[src/hdl/rmd_pkg.sv]
package rmd_pkg;

    // Field and register widths
    localparam int CFG_W  = 12;
    localparam int CH_W   = 8;
    localparam int SUM_W  = CH_W + 1;
    localparam int NUM_CH = 4;

    // Reset value of both size registers
    localparam logic [CFG_W-1:0] CFG_RESET = 12'd2048;

    // Configuration register indexes
    typedef enum logic [0:0] {
        REG_HALF_WIDTH  = 1'b0,
        REG_HALF_HEIGHT = 1'b1
    } t_reg_idx;

    // One source pixel, byte 0 in the low lane
    typedef logic [NUM_CH-1:0][CH_W-1:0] t_pix_bytes;

    // Four horizontal pair sums, one line store entry
    typedef logic [NUM_CH-1:0][SUM_W-1:0] t_pair_sums;

    // One mip pixel as it leaves the block
    typedef struct packed {
        logic                         final_pixel;
        logic [NUM_CH-1:0][CH_W-1:0]  mip;
    } t_mip_pix;

endpackage

[src/hdl/rmd_out_buf.sv]
module rmd_out_buf
    import rmd_pkg::*;
(
    input  logic        i_clk,
    input  logic        i_rst_n,
    input  logic        i_push,
    input  t_mip_pix    i_push_data,
    output logic [1:0]  o_level,
    output logic        o_valid,
    input  logic        i_ready,
    output t_mip_pix    o_data
);

    t_mip_pix    r_buf [2];
    logic        r_wp;
    logic        r_rp;
    logic [1:0]  r_level;
    logic        pop;

    assign pop = (r_level != 2'd0) && i_ready;

    // Store incoming results
    always_ff @(posedge i_clk) begin
        if (i_push) begin
            r_buf[r_wp] <= i_push_data;
        end
    end

    // Advance pointers and fill level
    always_ff @(posedge i_clk) begin
        if (!i_rst_n) begin
            r_wp    <= 1'b0;
            r_rp    <= 1'b0;
            r_level <= 2'd0;
        end else begin
            if (i_push) begin
                r_wp <= ~r_wp;
            end
            if (pop) begin
                r_rp <= ~r_rp;
            end
            case ({i_push, pop})
                2'b10:   r_level <= r_level + 2'd1;
                2'b01:   r_level <= r_level - 2'd1;
                default: r_level <= r_level;
            endcase
        end
    end

    assign o_level = r_level;
    assign o_valid = (r_level != 2'd0);
    assign o_data  = r_buf[r_rp];

endmodule

[config.mk]
export PLATFORM = sky130hd
export DESIGN_NAME = rmd_out_buf
export DESIGN_NICKNAME = d
export VERILOG_FILES = /design/src/hdl/rmd_pkg.sv /design/src/hdl/rmd_out_buf.sv
export SDC_FILE = /design/constraint.sdc
export NUM_CORES = 1
export LEC_CHECK = 0
export ABC_CLOCK_PERIOD_IN_PS = 2260
export BUFFER_PORTS_ARGS = -buffer_cell sky130_fd_sc_hd__buf_4
export CORE_MARGIN = 2
export CORE_UTILIZATION = 46
export DETAILED_ROUTE_END_ITERATION = 8
export PLACE_DENSITY_LB_ADDON = 0.12
export SLEW_MARGIN = 10
export SYNTH_ARGS = -nofsm -noshare
export SYNTH_HDL_FRONTEND = slang
export SYNTH_SLANG_ARGS = --single-unit
[constraint.sdc]
create_clock -name i_clk -period 2.26 [get_ports i_clk]
set_clock_uncertainty 0.15 [all_clocks]
set_input_delay 0.113 -clock i_clk [delete_from_list [all_inputs] [get_ports i_clk]]
set_output_delay 0.113 -clock i_clk [all_outputs]
set_load 0.02 [all_outputs]
==> results.md, run 1 <==
- Status: finished, final reports clean
- Met2 routed WL: 2.519 mm
- Total GRT Usage: 15.91%
- Setup_tns: 0 ns
- Max Fclk: 0.5862 GHz
- Nets: ~280
- Seq/Total Area, Yosys: 80.35%
- Vias per inst: 4.809
- Switching share of power: a little over a quarter
- Seq cells post-synth: 71
- Worst-Skew Late Latency: ~0.33 ns
- Synth cell types: 15
- Hold Vio Cnt, Final: 0
- Area of the die: 0.006250 mm2
- Type of origin of the critical path: flop
- RSZ-0062 raised after global routing: no
- Largest net degree at the start of global routing: 20
- Vias in the first global route: about 1600
- Mapped Nets: 163
- DR pass1 iterations: 4
- Worst R2R Setup Slack: 0.65 ns
- Data arrival time of the critical path: 1.44 ns
- Mean Syn Cell Area: 20.73 um2
- # setup viols final: 0
- Starting Density: 47.35%
- Maximum vdd drop: 0.0005878 V
- Antenna cell count: 0
- DIE WIDTH: between 70 and 80 um
- Grt ovf: 0
- Gate power share: about 30%
- Worst setup endpoint: o_data[13]
- Yosys warning count: 0
- Worst setup EP type: output port
- Post-synthesis cell area: 0.002591 mm2
- Reg2Reg Launch Point: o_level[0]$_SDFFE_PN0P_
- CTS tree: built
- Final Hold Slack: 0.09801 ns
- # IOs: 73
- Routed Antenna Nets: 0
- Max cap viols: 0
- Data required time at the worst endpoint: about 2 ns
- Max clock buf depth: 2
- Clock slew at reported path FFs: 0.07 ns
- Lkg Pwr: ~1.4 nW
- Global-route wire length before repair: 7.217 mm
- Fin crit share: 75.48%
- # resized after CTS: 0
- Avg WL per Cell: about 15 um
- DR top layer: met4
- Internal: between 2 and 3 mW
- Pwr dens: 931.8 mW/mm2
- Std-Cell Rows: 27
- Reg2reg end: o_level[1]$_SDFFE_PN0P_
- WL met1: ~1.9 mm
- Met3 Routed Length: roughly 230 um
- Core Area: 0.005473 mm2
- Mapped Cells: 125
- DP Wirelength: 3.019 mm
- Hold_sp: i_ready
- Initial antenna violation count: 0
- Ratio of cells with drive above 1 in the final layout: 50.40%
- Crit Path Max Fanout: 17
- CTS root buf: clkbuf_8
- Initial drt markers: 55
- Fin. max-slew vios: 0
- Tmin final: 1.706 ns
- WS Path Type: reg2out
- Num CTS Buffers: 9
- Die Ht: 79.06 um
- Via count: 1539
- Sequential group share of total power: 44.5%
- PortBufs: 72
- Sw power: 967.3 uW
- Power Total: 3.537 mW
- H-tree lvl count: 3
- P&R area growth vs syn: 46.50%
- Routed wire length: roughly 4.7 mm
- RD Place Congestion: 0.6527
- Total clock sinks: between 70 and 80
- DRC errors left: 0
- Clock power frac: 25.9%
- Slew margin rel.: 63.14%
- Reg2Reg Depth: 4
- Hold WC Path Type: in2reg
- Tightest Pin Transition: around 0.55 ns
## layout by cell type, fill, tap and decap left out, drive strengths merged
master,count
a21boi,1
buf,76
edfxtp,66
bufinv,1
inv,1
mux2,33
nor2,1
nor2b,3
clkinv,4
ha,1
or2,1
dlygate4sd3,35
o21a,2
and2,2
clkbuf,11
dfxtp,5
or3,1
o21ai,1
xnor2,3
## worst min path at each step
stage               slack, ns                endpoint  cells after the start
floorplan                0.06   r_buf[0][0]$_DFFE_PP_                      0
global placement         0.15  r_buf[0][15]$_DFFE_PP_                      1
detailed placement       0.15  r_buf[1][15]$_DFFE_PP_                      1
CTS                      0.08       r_rp$_SDFFE_PN0P_                      4
global route             0.13       r_rp$_SDFFE_PN0P_                      4
finish                    0.1       r_rp$_SDFFE_PN0P_                      4
## what timing repair did
action	4_1_cts	5_1_grt
setup buffers	0	0
endpoints found under the hold margin	71	0
hold buffers	35	0
## through the flow
stage	util (%)	area [um2]	cells	setup WS (ns)
global route	69.36	3796	320	0.4711
finish	69.36	3796	320	0.5541
global placement	59.67	3266	269	0.7323
CTS	69.36	3796	320	0.5307
floorplan	-	2594	125	0.4980
detailed placement	59.67	3266	269	0.6617
## cell families after synthesis
family | after synthesis | share of synthesized area, %
xor gates and xnor gates | 3 | 1.014
DFF | 71 | 80.35
buffers and inverters | 5 | 0.9173
and+or+nand+nor | 8 | 1.835
adders and majority gates | 1 | 0.4828
AOI/OAI and AO/OA | 4 | 1.062
muxes | 33 | 14.34
## final cells by class
| cell class | instances | area (um2) |
|---|---|---|
| tap | 72 | 90.09 |
| multi-input combinational | 49 | 494.2 |
| inverter | 1 | 3.754 |
| clock inverter | 5 | 48.80 |
| fill | 367 | 1677 |
| sequential | 71 | 2082 |
| timing repair buffer | 111 | 945.9 |
| clock buffer | 11 | 131.4 |
## synth_stat cells (all sizes together)
cell type	n	area (um2)
and2	2	12.51
buf	4	20.02
nor2	1	3.750
or3	1	6.260
edfxtp	66	1982
o21a	2	15.01
mux2	33	371.6
nor2b	3	18.77
a21boi	1	7.510
o21ai	1	5.000
dfxtp	5	100.1
xnor2	3	26.28
ha	1	12.51
inv	1	3.750
or2	1	6.260
## sequential cells by signal (all words and copies together), names as in the netlist, named ones only
name / cells
o_level: 2
r_buf: 66
r_wp: 1
r_rp: 1
## worst max-delay path, stage by stage (launching register included)
cell and delay (ns):
dfxtp_1 0.33, buf_4 0.25, mux2_2 0.37, buf_4 0.16
## power by group through the flow
stage	Sequential (mW)	Combinational [mW]	Clock (mW)
2_1_floorplan	1.61	0.600	0
3_3_place_gp	1.60	0.990	0
3_5_place_dp	1.60	1.00	0
4_1_cts	1.58	1.06	0.942
5_1_grt	1.58	1.11	0.988
6_report	1.57	1.05	0.917
## layer usage
| layer | vias to the layer above | track usage (%) |
|---|---|---|
| met2 | 62 | 28.31 |
| met4 | 0 | 8.793 |
| li1 | 722 | - |
| met1 | 745 | 17.52 |
| met5 | - | 0 |
| met3 | 10 | 3.636 |
No activity file was read; power rests on OpenSTA's default activity.
==> run 2, diff against run 1 <==
ABC_CLOCK_PERIOD_IN_PS = 1400   (was 2260)
clock period = 1.4 ns   (was 2.26 ns; I/O delays follow)
==> results.md, run 2 (synthesized netlist as in run 1, its figures left out) <==
- Routed Antenna Nets: 0
- Initial antenna violation count: 0
- Slew margin rel.: 86.65%
- CTS root buf: clkbuf_8
- # setup viols final: 34
- Avg WL per Cell: around 15 um
- Max clock buf depth: 2
- # IOs: 73
- Routed wire length: around 4.9 mm
- Most flop-heavy register: r_buf
- Hold Vio Cnt, Final: 0
- Vias per inst: 4.704
- Max reg flops: 66
- Total GRT Usage: 16.37%
- Area of the die: 0.006250 mm2
- WS Path Type: reg2out
- Starting Density: 47.35%
- Worst R2R Setup Slack: -0.12 ns
- Data arrival time of the critical path: ~1.4 ns
- Status: finished, violations left
- Via count: 1524
- Maximum vdd drop: 0.001158 V
- Antenna cell count: 0
- P&R area growth vs syn: 54.47%
- Final non-filler cell total: 324
- Highest-count cells in the layout ignoring fill and taps: edfxtp_1 (66), buf_4 (54), dlygate4sd3_1 (35)
- Cell count after placement: ~270
- Tmin final: 1.580 ns
- Grt ovf: 0
- Type of origin of the critical path: flop
- Fin crit share: 112.9%
- Crit Path Max Fanout: 17
- Reg2reg end: o_level[1]$_SDFFE_PN0P_
- Met3 GRT Util: 4.659%
- Max cap viols: 0
- Most common cell after layout, fill and taps aside: edfxtp_1
- Global-route wire length before repair: 7.527 mm
- Worst-Skew Late Latency: 0.32 ns
- CTS tree: built
- DR pass1 iterations: 4
- Core Util, Final: between 70% and 80%
- Largest net degree at the start of global routing: 35
- Initial drt markers: 63
- DRC errors left: 0
- Data required time at the worst endpoint: roughly 1.2 ns
- Reg2Reg Depth: 5
- Hold_sp: i_ready
- Final WS setup: -0.1801 ns
- Clock slew at reported path FFs: 0.07 ns
- Setup Slack @ Placement: -0.1298 ns
- DP Wirelength: between 2 and 3 mm
- Fin. max-slew vios: 0
- Reg2Reg Launch Point: o_level[0]$_SDFFE_PN0P_
- Global-route track usage on met1: 16.63%
- PortBufs: 72
- RD Place Congestion: 0.6793
- Nets: roughly 290
- DIE WIDTH: just under 80 um
- Failing checks: negative setup slack
- Hold Crit Endpoint: o_level[1]$_SDFFE_PN0P_
- GRT Max-Usage Layer: met2
- Max Fclk: approximately 0.63 GHz
- Tightest Pin Transition: approximately 0.20 ns
- Vias in the first global route: 1610
- RSZ-0062 raised after global routing: yes
- Pwr dens: roughly 1500 mW/mm2
- Num CTS Buffers: 9
- Lkg Pwr: 1.535 nW
- Ratio of cells with drive above 1 in the final layout: 52.78%
- Worst setup EP type: output port
- Die Ht: 79.06 um
- Hold Crit Depth: 5
- Total clock sinks: between 70 and 80
- Hold WC Path Type: in2reg
- H-tree lvl count: 3
- Core Area: 0.005473 mm2
- Std-Cell Rows: 27
- Fill cell count: 365
- Met2 GRT Util: around 31%
run 2: cell types whose count changed in the layout (fill, tap and decap cells not counted), moves of 2 or more:
cell,delta
buf_12,+2
buf_4,-20
buf_6,+22
clkinv_1,+2
dfxtp_1,-3
dfxtp_4,+2
mux2_2,-10
mux2_4,+10
run 2: worst max path at each step:
stage / slack [ns] / startpoint / endpoint
floorplan: -0.09 / o_level[0]$_SDFFE_PN0P_ / o_level[1]$_SDFFE_PN0P_
global placement: -0.04 / o_level[0]$_SDFFE_PN0P_ / o_level[1]$_SDFFE_PN0P_
detailed placement: -0.13 / o_level[0]$_SDFFE_PN0P_ / o_level[1]$_SDFFE_PN0P_
CTS: -0.19 / flop / o_data[20]
global route: -0.23 / flop / o_data[0]
finish: -0.18 / flop / o_data[27]
run 2: power by group:
part	switching [mW]	internal (mW)	total (mW)
logic	0.912	1.16	2.07
clock network	0.685	0.800	1.48
registers	0.0649	2.49	2.56
total	1.66	4.46	6.12
run 2: repair_timing:
item | CTS | global route
hold endpoints to repair | 71 | 0
setup buffers | 1 | 0
setup endpoints to repair | 35 | 35
hold buffers | 35 | 0
pin swaps | 1 | 0
gates resized for setup | 27 | 9
run 2: per-layer routing:
layer  part of all wire, %  vias up  wire, um
met5                     0        -         0
met3                   4.9        8       241
met1                    38      746      1856
li1                      -      728         -
met2                    56       42      2739
met4                   1.4        0        68
run 2: layout make-up:
cell class | count | area (um2) | area share, %
clock buffer | 10 | 127.6 | 3.188
inverter | 1 | 3.754 | 0.09378
clock inverter | 6 | 51.30 | 1.282
multi-input combinational | 49 | 555.5 | 13.88
sequential | 71 | 2091 | 52.24
tap | 72 | 90.09 | 2.251
timing repair buffer | 115 | 1084 | 27.07
run 2: through the flow:
stage	cell area [um2]	hold slack, ns	power, mW	setup TNS [ns]
2_1_floorplan	2619	0.01887	3.598	-0.08921
3_3_place_gp	3332	0.1045	4.294	-0.04104
3_5_place_dp	3332	0.1090	4.343	-0.1298
4_1_cts	3969	0.1928	6.106	-5.933
5_1_grt	4003	0.2062	6.386	-6.958
6_report	4003	0.2004	6.118	-5.203
run 2: worst max-delay path: stages, from the launching register on:
cell	delay [ns]
dfxtp_4	0.37
buf_12	0.16
mux2_2	0.35
buf_4	0.16
==> run 3, diff against run 2 <==
PLACE_DENSITY = 0.79   (was unset)
PLACE_DENSITY_LB_ADDON = unset   (was 0.12)
==> results.md, run 3 (synthesized netlist as in run 1, its figures left out) <==
- Status: finished, violations left
- Failing checks: negative setup slack
- Hold Crit Depth: 4
- Num CTS Buffers: 9
- RD Place Congestion: 0.6937
- Hold WC Path Type: in2reg
- Data required time at the worst endpoint: 1.18 ns
- Antenna cell count: 0
- WS Path Type: reg2out
- DR pass1 iterations: 4
- RSZ-0062 raised after global routing: yes
- Core Util, Final: ~76%
- Die Ht: 79.06 um
- # IOs: between 70 and 80
- Critical-path cell list: buf_12 > mux2_2 > buf_4
- Grt ovf: 0
- Setup Slack @ Placement: -0.08899 ns
- Reg area: 0.002091 mm2
- Core Area: 0.005473 mm2
- Fill cell count: 324
- Highest-count cells in the layout ignoring fill and taps: edfxtp_1 (66), buf_4 (46), dlygate4sd3_1 (35)
- Slew margin rel.: 86.72%
- Final WS setup: -0.2415 ns
- Met2 GRT Util: 30.76%
- Area of the die: 0.006250 mm2
- Via count: 1554
- Vias per inst: between 4 and 5
- Cell count after placement: about 270
- Reg2Reg Depth: 5
- Initial drt markers: approximately 80
- CP max stage delay: 0.43 ns
- H-tree lvl count: 3
- Worst-Skew Late Latency: between 0.3 and 0.4 ns
- Hold Vio Cnt, Final: 0
- Avg WL per Cell: 17.44 um
- Pwr dens: 1517 mW/mm2
- Max reg flops: 66
- Met3 GRT Util: 2.500%
- Tightest Pin Transition: 0.1992 ns
- Global-route track usage on met1: 20.47%
- Data arrival time of the critical path: approximately 1.4 ns
- DIE WIDTH: 79.06 um
- GRT Max-Usage Layer: met2
- Initial antenna violation count: 0
- Max cap viols: 0
- Worst R2R Setup Slack: -0.08 ns
- PortBufs: 72
- Worst setup EP type: output port
- Most common cell after layout, fill and taps aside: edfxtp_1
- P&R area growth vs syn: 60.41%
- Total clock sinks: slightly above 70
- Routed wire length: about 5.7 mm
- Largest net degree at the start of global routing: 34
- CTS root buf: clkbuf_8
- Max Fclk: a little over 0.6 GHz
- CP max stage cell: dfxtp_4
- Ratio of cells with drive above 1 in the final layout: 53.52%
- Type of origin of the critical path: flop
- Total GRT Usage: 17.30%
- Crit Path Max Fanout: 9
- Global-route wire length before repair: 7.997 mm
- Fin. max-slew vios: 0
- DRC errors left: 0
- Nets: 289
- DP Wirelength: 2.976 mm
- Most flop-heavy register: r_buf
- Max clock buf depth: 2
- Tmin final: 1.641 ns
- Fin crit share: 117.2%
- Maximum vdd drop: 0.0008927 V
- Final non-filler cell total: 328
- Starting Density: a little under half
- Area of the multi-input gates: 611.8 um2
- Vias in the first global route: 1654
- # setup viols final: 34
- Clock slew at reported path FFs: roughly 0.07 ns
- Std-Cell Rows: 27
- CTS tree: built
- Routed Antenna Nets: 0
- Lkg Pwr: between 1.5 and 2 nW
run 3: per-layer routing:
| layer | routed length [um] | up-vias | part of all wire (%) |
|---|---|---|---|
| met2 | 3152 | 39 | 55 |
| met1 | 2319 | 774 | 41 |
| met4 | 74 | 0 | 1.3 |
| met3 | 174 | 4 | 3.0 |
| li1 | - | 737 | - |
| met5 | 0 | - | 0 |
run 3: timing repair:
action | 4_1_cts | 5_1_grt
hold endpoints to repair | 71 | 0
buffers inserted | 0 | 1
hold buffers | 35 | 0
gates cloned | 1 | 2
pin swaps | 2 | 0
gates resized for setup | 31 | 30
setup endpoints to repair | 36 | 35
run 3: worst max-delay path: cells and delay by family (launching register included):
kind / cells / cell delay, ns
flops: 1 / 0.43
mux: 1 / 0.35
buf+inv: 2 / 0.32
run 3: worst paths after layout:
| check | from | endpoint |
|---|---|---|
| min | i_push | r_wp$_SDFFE_PN0P_ |
| max reg2reg | o_level[0]$_SDFFE_PN0P_ | o_level[1]$_SDFFE_PN0P_ |
| min reg2reg | r_rp$_SDFFE_PN0P_ | flop |
| max | flop | o_data[18] |
run 3: final cells by class:
class,count,area share [%]
clock buffer,12,3.251
clock inverter,4,0.5418
inverter,1,0.09031
multi-input combinational,49,14.72
sequential,71,50.30
tap,72,2.167
timing repair buffer,119,28.93
run 3: metrics by stage:
step | TNS [ns] | power, mW | hold slack [ns] | cell area (um2)
5_1_grt | -8.504 | 6.558 | 0.09818 | 4156
6_report | -6.779 | 6.306 | 0.09549 | 4156
2_1_floorplan | -0.08921 | 3.598 | 0.01887 | 2619
3_3_place_gp | -0.04332 | 4.279 | 0.1046 | 3339
4_1_cts | -7.410 | 5.983 | 0.08363 | 3983
3_5_place_dp | -0.09064 | 4.308 | 0.1079 | 3339
run 3: power by group:
| group | leakage (nW) | total (mW) | switching, mW | internal, mW |
|---|---|---|---|---|
| logic | 0.882 | 2.40 | 1.01 | 1.39 |
| registers | 0.662 | 2.58 | 0.0883 | 2.50 |
| clock network | 0.0818 | 1.33 | 0.690 | 0.637 |
| total | 1.63 | 6.31 | 1.79 | 4.52 |
